==> src/rtl/yald_pkg.sv <==
package yald_pkg;

    localparam int SAMPLE_W = 16;
    localparam int STEP_W   = 15;
    localparam int MUL_A_W  = 17;
    localparam int MUL_B_W  = 11;
    localparam int MUL_P_W  = MUL_A_W + MUL_B_W;

    localparam logic [STEP_W-1:0]   STEP_MIN = 15'h007f;
    localparam logic [STEP_W-1:0]   STEP_MAX = 15'h6000;
    localparam logic [MUL_B_W-1:0]  LEAK_NUM = 11'd254;
    localparam logic [SAMPLE_W-1:0] SAMPLE_MAX = 16'h7fff;
    localparam logic [SAMPLE_W-1:0] SAMPLE_MIN = 16'h8000;

    // step multiplier chosen by the code magnitude
    function automatic logic [MUL_B_W-1:0] step_scale(input logic [2:0] mag);
        logic [MUL_B_W-1:0] s;
        begin
            case (mag)
                3'd4:    s = 11'h133;
                3'd5:    s = 11'h199;
                3'd6:    s = 11'h200;
                3'd7:    s = 11'h266;
                default: s = 11'h0e6;
            endcase
            return s;
        end
    endfunction

endpackage

==> src/rtl/yamaha_adpcm_leaky_decoder.sv <==
// channel  dir  handshake            payload
// s        in   i_s_tvalid/o_s_tready tdata[7:0] code_byte, tlast last_byte
// m        out  o_m_tvalid/i_m_tready tdata[15:0] pcm_sample, tuser[0] second_of_pair,
//                                     tlast stream_end
// Each byte is decoded low nibble first; per nibble the sequencer runs DIFF, SUM, STEP and LEAK
// for three passes through the shared registered multiplier (difference, step scale, leak)
// and EMIT to hand off the beat, then returns to IDLE for the next byte after the second nibble.
// The input is not ready while a byte is being decoded.
// Synchronous active-low reset returns predictor to 0 and step to 0x7f.
// A stalled output beat holds the sequencer in its emit state.
module yamaha_adpcm_leaky_decoder
    import yald_pkg::*;
(
    input  logic        i_clk,
    input  logic        i_rst_n,
    input  logic        i_s_tvalid,
    output logic        o_s_tready,
    input  logic [7:0]  i_s_tdata,   // [7:0] code_byte
    input  logic        i_s_tlast,
    output logic        o_m_tvalid,
    input  logic        i_m_tready,
    output logic [15:0] o_m_tdata,   // [15:0] pcm_sample
    output logic [0:0]  o_m_tuser,   // [0] second_of_pair
    output logic        o_m_tlast
);

    typedef enum logic [5:0] {
        S_IDLE = 6'b000001,
        S_DIFF = 6'b000010,
        S_SUM  = 6'b000100,
        S_STEP = 6'b001000,
        S_LEAK = 6'b010000,
        S_EMIT = 6'b100000
    } t_state;

    t_state r_state, n_state;

    logic [7:0]          r_byte;
    logic                r_last;
    logic                r_nib;
    logic [SAMPLE_W-1:0] r_pred;
    logic [STEP_W-1:0]   r_step;
    logic [SAMPLE_W-1:0] r_sample;

    logic [3:0]                code;
    logic [3:0]                mag;
    logic signed [MUL_A_W-1:0] mul_a;
    logic signed [MUL_B_W-1:0] mul_b;
    logic signed [MUL_P_W-1:0] prod;

    logic signed [MUL_P_W-1:0] div8_bias;
    logic signed [MUL_P_W-1:0] div8;
    logic signed [17:0]        sum;
    logic [SAMPLE_W-1:0]       sum_sat;
    logic [19:0]               step_raw;
    logic [STEP_W-1:0]         step_clamp;
    logic signed [MUL_P_W-1:0] leak_bias;
    logic signed [MUL_P_W-1:0] leak;

    logic s_beat, m_beat;

    assign s_beat = i_s_tvalid & o_s_tready;
    assign m_beat = o_m_tvalid & i_m_tready;

    assign code = r_nib ? r_byte[7:4] : r_byte[3:0];
    assign mag  = {code[2:0], 1'b1};

    // operand select for the shared multiplier
    always_comb begin
        mul_a = $signed({2'b00, r_step});
        mul_b = '0;
        case (r_state)
            S_DIFF: begin
                mul_b = code[3] ? -$signed({7'd0, mag}) : $signed({7'd0, mag});
            end
            S_SUM: begin
                mul_b = $signed(step_scale(code[2:0]));
            end
            S_STEP: begin
                mul_a = $signed({r_sample[SAMPLE_W-1], r_sample});
                mul_b = $signed(LEAK_NUM);
            end
            default: begin
                mul_b = '0;
            end
        endcase
    end

    yald_mul u_mul (
        .i_clk (i_clk),
        .i_a   (mul_a),
        .i_b   (mul_b),
        .o_p   (prod)
    );

    // divide by 8 and by 256 rounding toward zero
    assign div8_bias = prod + (prod[MUL_P_W-1] ? 28'sd7 : 28'sd0);
    assign div8      = div8_bias >>> 3;
    assign sum       = $signed({{2{r_pred[SAMPLE_W-1]}}, r_pred}) + $signed(div8[17:0]);

    always_comb begin
        if (sum > 18'sd32767) begin
            sum_sat = SAMPLE_MAX;
        end else if (sum < -18'sd32768) begin
            sum_sat = SAMPLE_MIN;
        end else begin
            sum_sat = sum[SAMPLE_W-1:0];
        end
    end

    assign step_raw = prod[27:8];

    always_comb begin
        if (step_raw < {5'd0, STEP_MIN}) begin
            step_clamp = STEP_MIN;
        end else if (step_raw > {5'd0, STEP_MAX}) begin
            step_clamp = STEP_MAX;
        end else begin
            step_clamp = step_raw[STEP_W-1:0];
        end
    end

    assign leak_bias = prod + (prod[MUL_P_W-1] ? 28'sd255 : 28'sd0);
    assign leak      = leak_bias >>> 8;

    always_comb begin
        n_state = r_state;
        unique case (r_state)
            S_IDLE: if (s_beat) n_state = S_DIFF;
            S_DIFF: n_state = S_SUM;
            S_SUM:  n_state = S_STEP;
            S_STEP: n_state = S_LEAK;
            S_LEAK: n_state = S_EMIT;
            S_EMIT: begin
                if (m_beat) begin
                    n_state = r_nib ? S_IDLE : S_DIFF;
                end
            end
            default: n_state = S_IDLE;
        endcase
    end

    always_ff @(posedge i_clk) begin
        if (!i_rst_n) begin
            r_state <= S_IDLE;
            r_nib   <= 1'b0;
            r_pred  <= '0;
            r_step  <= STEP_MIN;
        end else begin
            r_state <= n_state;
            case (r_state)
                S_IDLE: begin
                    r_nib <= 1'b0;
                end
                S_STEP: begin
                    r_step <= step_clamp;
                end
                S_LEAK: begin
                    r_pred <= leak[SAMPLE_W-1:0];
                end
                S_EMIT: begin
                    if (m_beat) begin
                        r_nib <= ~r_nib;
                        // end of stream: drop state back to reset values
                        if (r_nib && r_last) begin
                            r_pred <= '0;
                            r_step <= STEP_MIN;
                        end
                    end
                end
                default: begin
                end
            endcase
        end
    end

    always_ff @(posedge i_clk) begin
        if (s_beat) begin
            r_byte <= i_s_tdata;
            r_last <= i_s_tlast;
        end
        if (r_state == S_SUM) begin
            r_sample <= sum_sat;
        end
    end

    assign o_s_tready   = (r_state == S_IDLE);
    assign o_m_tvalid   = (r_state == S_EMIT);
    assign o_m_tdata    = r_sample;
    assign o_m_tuser[0] = r_nib;
    assign o_m_tlast    = r_nib & r_last;

endmodule

==> src/rtl/yald_mul.sv <==
module yald_mul
    import yald_pkg::*;
(
    input  logic                      i_clk,
    input  logic signed [MUL_A_W-1:0] i_a,
    input  logic signed [MUL_B_W-1:0] i_b,
    output logic signed [MUL_P_W-1:0] o_p
);

    logic signed [MUL_P_W-1:0] r_p;
    logic signed [MUL_P_W-1:0] n_p;

    assign n_p = i_a * i_b;

    always_ff @(posedge i_clk) begin
        r_p <= n_p;
    end

    assign o_p = r_p;

endmodule
==> config.mk <==
export PLATFORM = sky130hd
export DESIGN_NAME = yamaha_adpcm_leaky_decoder
export DESIGN_NICKNAME = d
export VERILOG_FILES = /design/src/rtl/yald_pkg.sv /design/src/rtl/yamaha_adpcm_leaky_decoder.sv /design/src/rtl/yald_mul.sv
export SDC_FILE = /design/constraint.sdc
export NUM_CORES = 1
export LEC_CHECK = 0
export BUFFER_PORTS_ARGS = -buffer_cell sky130_fd_sc_hd__buf_2
export CAP_MARGIN = 0
export CORE_MARGIN = 2
export CORE_UTILIZATION = 45
export DETAILED_ROUTE_END_ITERATION = 16
export PLACE_DENSITY_LB_ADDON = 0.15
export REMOVE_ABC_BUFFERS = 1
export SYNTH_ARGS = -nofsm -noshare
export SYNTH_HDL_FRONTEND = slang
export SYNTH_SLANG_ARGS = --single-unit
==> constraint.sdc <==
create_clock -name i_clk -period 14.1 [get_ports i_clk]
set_clock_uncertainty 0.2 [all_clocks]
set_input_delay 2.115 -clock i_clk [delete_from_list [all_inputs] [get_ports i_clk]]
set_output_delay 2.115 -clock i_clk [all_outputs]
set_load 0.01 [all_outputs]
==> metrics.md <==
| Metric | Value |
|---|---|
| Outcome | complete, no violations |
| Initial core utilization | 0.458 |
| CTS sink cnt | 91 |
| Slew HR | 0.126 |
| Hold Startpoint | r_pred[4]$_SDFFE_PN0P_ |
| Clock transition at the registers of the reported paths | roughly 0.07 ns |
| Top cell type's share of synthesized area | 0.281 |
| Dpl hpwl | between 20,000 and 30,000 microns |
| Total gr overflow | 0 |
| Core ar. | between 0.02 and 0.03 sq mm |
| Synth async-reset ratio | 0 |
| Port Buffers | 32 |
| Hold Path Class | reg2reg |
| Drt total wl | 31,300 microns |
| R2R depth | 23 |
| Crit path arrival time | about 8.3 ns |
| Vias | ~9,100 |
| Final nets | around 1,600 |
| PostCTS Resize Cnt | 0 |
| First-pass GRT wire length | about 50,000 microns |
| Via density | 5.40 |
| Row count | 59 |
| Synth Area in XOR/XNOR | 0.0449 |
| # Post-CTS Setup Buffers | 0 |
| CP Capture Type | flip-flop |
| I/O pin total | 33 |
| Clk_lat worst skew | 0.35 ns |
| Wire per inst | around 19 microns |
| Slowest CP cell | nor3b_4 |
| Largest family of logic cells by synthesized area | adder cells |
| Hold endpoint | r_pred[4]$_SDFFE_PN0P_ |
| Synth area leader | fa_1 |
| ANT cells | 0 |
| Worst reg2reg startpoint | r_state[5]$_SDFFE_PN0P_ |
| Hold Path Depth | 2 |
| Cts bufs inserted | 9 |
| Library cells used by synthesis | 85 |
| Overall Global Routing Usage | 0.235 |
| Final worst path period need | 8.32 ns |
| Worst VDD drop | around 0.067 mV |
| Worst Path Max Fanout | 23 |
| Post-synthesis instance total | 1,345 |
| Crit-path cells | or4_4 > nor3b_4 > nand2_1 > nor2_2 > nor2_2 > nand2_2 > nand2_1 > fa_1 > fa_1 > inv_1 > fa_1 > fa_1 > inv_1 > fa_1 > inv_1 > ha_1 > and3_1 > nand4_1 > a2111oi_0 > o21ai_1 > o21ai_0 > a221oi_1 > xnor2_1 |
| Top cells by area, synth | fa_1 (28%), dfxtp_1 (11%), ha_1 (8.6%) |
| Synth Area in Simple Gates | 0.174 |
| Max-Cap Viols | 0 |
| Adder-cell area share of the yosys netlist | 0.367 |
| Fmax achieved | about 0.12 GHz |
| Largest stage delay, worst path | between 0.9 and 1 ns |
| Setup CP Type | reg2reg |
| Comb pwr share | 0.364 |
| Synth Area per Inst | between 8 and 9 sq um |
| Antenna-violating nets left | 0 |
| Hold Vio Cnt, Final | 0 |
| P&R area growth vs syn | 6.09% |
| Clock Path Buffers | 2 |
| Cell mode on critical path | fa_1 |
| Final cell count without fillers | between 1,500 and 2,000 |
| LEAKAGE | 5.80 nW |
| Critical Path Start Type | flip-flop |
| CTS tree | built |
| Post-place setup slack | between 5 and 6 ns |
| Synthesized area | 0.0119 sq mm |
| Die Ht | 167 microns |
| Final core utilization | 0.486 |
| RePlAce Congestion | between 0.9 and 1 |
| Reg2reg end | u_mul.o_p[27]$_DFF_P_ |
| DRC viols | 0 |
| # placed instances | roughly 1,700 |
| Count of state elements after synthesis | slightly above 90 |
| Cts hold-fix bufs | 0 |
| Worst EP required | ~14 ns |
| Die area | around 0.028 sq mm |
| Vias in the first global route | approximately 9,400 |
| Period utilization | 0.590 |
| Fin worst setup slack | 5.78 ns |
| H-tree depth | 3 |
| Final setup viols | 0 |
| Critical Path Source | r_state[5]$_SDFFE_PN0P_ |
| EDFF count, synth | 25 |
| Main synth FF type | dfxtp_1 |
| Antenna violations before repair | 0 |
| Die Wd | ~170 microns |
| Root buf cell | clkbuf_16 |
| Fraction of final layout cells sized beyond drive strength 1 | 0.0724 |
| PwrDens | about 79 mW/mm^2 |
| Largest net degree at the start of global routing | 44 |
| Psw | 379 uW |
| Switching part of the total | 0.378 |
| Register area share after synthesis | 0.174 |
| Fin Setup TNS | 0 ns |
| Post-synthesis compound-gate area fraction | 0.127 |
| First-pass detailed-route iteration total | 5 |
| Worst slew pin tran | 1.27 ns |
| Yosys warns | 0 |
| Sequential group share of total power | 0.355 |
| DR iter-0 viols | 550 |
| Mux share of post-synthesis cell area | 0.0170 |
| Internal power | 624 uW |
| Reg2Reg Setup Slack | 5.78 ns |
| Clock network fraction of total power | 0.281 |
| Final Max Tran Viols | 0 |
| Setup repair after global routing missed its margin | no |
-- sequential cells by signal, indices dropped and copies added, names as in the netlist --
register   cells
r_state        6
o_m_tdata     16
r_step        15
o_m_tuser      1
r_byte         8
u_mul.o_p     28
r_pred        16
r_last         1
-- cell families (layout without fill, tap and decap cells) --
kind of cell,after synthesis,after routing
simple gates,435,435
compound gates,207,207
mux,20,20
xor+xnor,61,61
buf+inv,280,284
fa+ha+maj,249,249
flops,91,91
other cells,2,6
-- power by group through the flow --
stage	Sequential, mW	Combinational, mW	Clock, mW
after floorplan	0.337	0.275	0
after global placement	0.359	0.361	0
after detailed placement	0.359	0.362	0
after CTS	0.354	0.366	0.286
after global routing	0.359	0.414	0.298
final	0.356	0.365	0.281
-- stage by stage --
step	hold WS, ns	total power [mW]	area [sq um]
2_1_floorplan	0.227	0.612	11600
3_3_place_gp	0.244	0.720	12300
3_5_place_dp	0.241	0.721	12300
4_1_cts	0.256	1.01	12600
5_1_grt	0.292	1.07	12600
6_report	0.255	1.00	12600
-- worst max-delay path, delay by kind of cell, from the launching register on --
family,cells,cell delay (ns)
DFF,1,0.33
buffers and inverters,3,0.15
and+or+nand+nor,9,3.04
adders and majority gates,6,2.93
xor gates and xnor gates,1,0.15
AOI/OAI and AO/OA,4,1.35
-- layout by cell type (no fill, tap or decap), drive strengths merged, types with 7 or more instances in the layout --
master and count:
buf 39, ha 82, nand3 24, nand4 13, fa 167, a21oi 47
nor2 135, xor2 16, and3 9, edfxtp 25, and2 15, nand2b 8
clkbuf 9, xnor2 45, o21a 7, nor3 22, a21o 18, a22oi 15
mux2i 18, a32oi 7, nor4 11, nand2 157, nor2b 10, o21ai 36
a211oi 10, o211ai 19, dfxtp 66, inv 231
-- worst max-delay path by stage --
stage,endpoint,slack [ns],cells after the start
4_1_cts,u_mul.o_p[27]$_DFF_P_,5.80,23
3_5_place_dp,u_mul.o_p[27]$_DFF_P_,5.82,23
5_1_grt,u_mul.o_p[27]$_DFF_P_,5.18,23
2_1_floorplan,u_mul.o_p[27]$_DFF_P_,6.73,21
3_3_place_gp,u_mul.o_p[27]$_DFF_P_,6.06,23
6_report,u_mul.o_p[27]$_DFF_P_,5.78,23
-- Yosys cell counts (3+ instances only) --
master	n
inv_1	228
fa_1	167
nand2_1	156
nor2_1	132
ha_1	82
dfxtp_1	66
a21oi_1	47
xnor2_1	45
o21ai_0	29
edfxtp_1	25
nand3_1	24
buf_2	22
nor3_1	21
a21o_1	18
mux2i_1	18
o211ai_1	18
clkbuf_1	17
xor2_1	16
and2_1	15
nand4_1	12
nor2b_1	10
a211oi_1	9
and3_1	9
nor4_1	9
a22oi_2	8
buf_4	8
nand2b_1	8
a22oi_1	7
a32oi_1	7
o21a_1	7
o21ai_1	6
o21bai_1	6
a21boi_0	5
a31oi_1	5
nand3b_1	5
or2_2	5
and4_4	4
or3_1	4
buf_6	3
nor2_2	3
o31ai_1	3
-- layer usage --
layer  part of all wire  vias to the layer above  global-route usage
met5                  0                        -                   0
met4              0.029                        0              0.0776
met3              0.049                       49              0.0247
met2               0.46                      247               0.380
met1               0.46                     4451               0.331
li1                   -                     4375                   -
-- layout make-up --
type / count / area [sq um]
Clock inverter: 7 / 124
Timing Repair Buffer: 39 / 213
Sequential cell: 91 / 2070
Tap cell: 335 / 419
Multi-Input combinational cell: 978 / 8710
Fill cell: 2555 / 13400
Clock buffer: 9 / 225
Inverter: 229 / 860
Note: power is estimated with default switching activity, not from simulation.
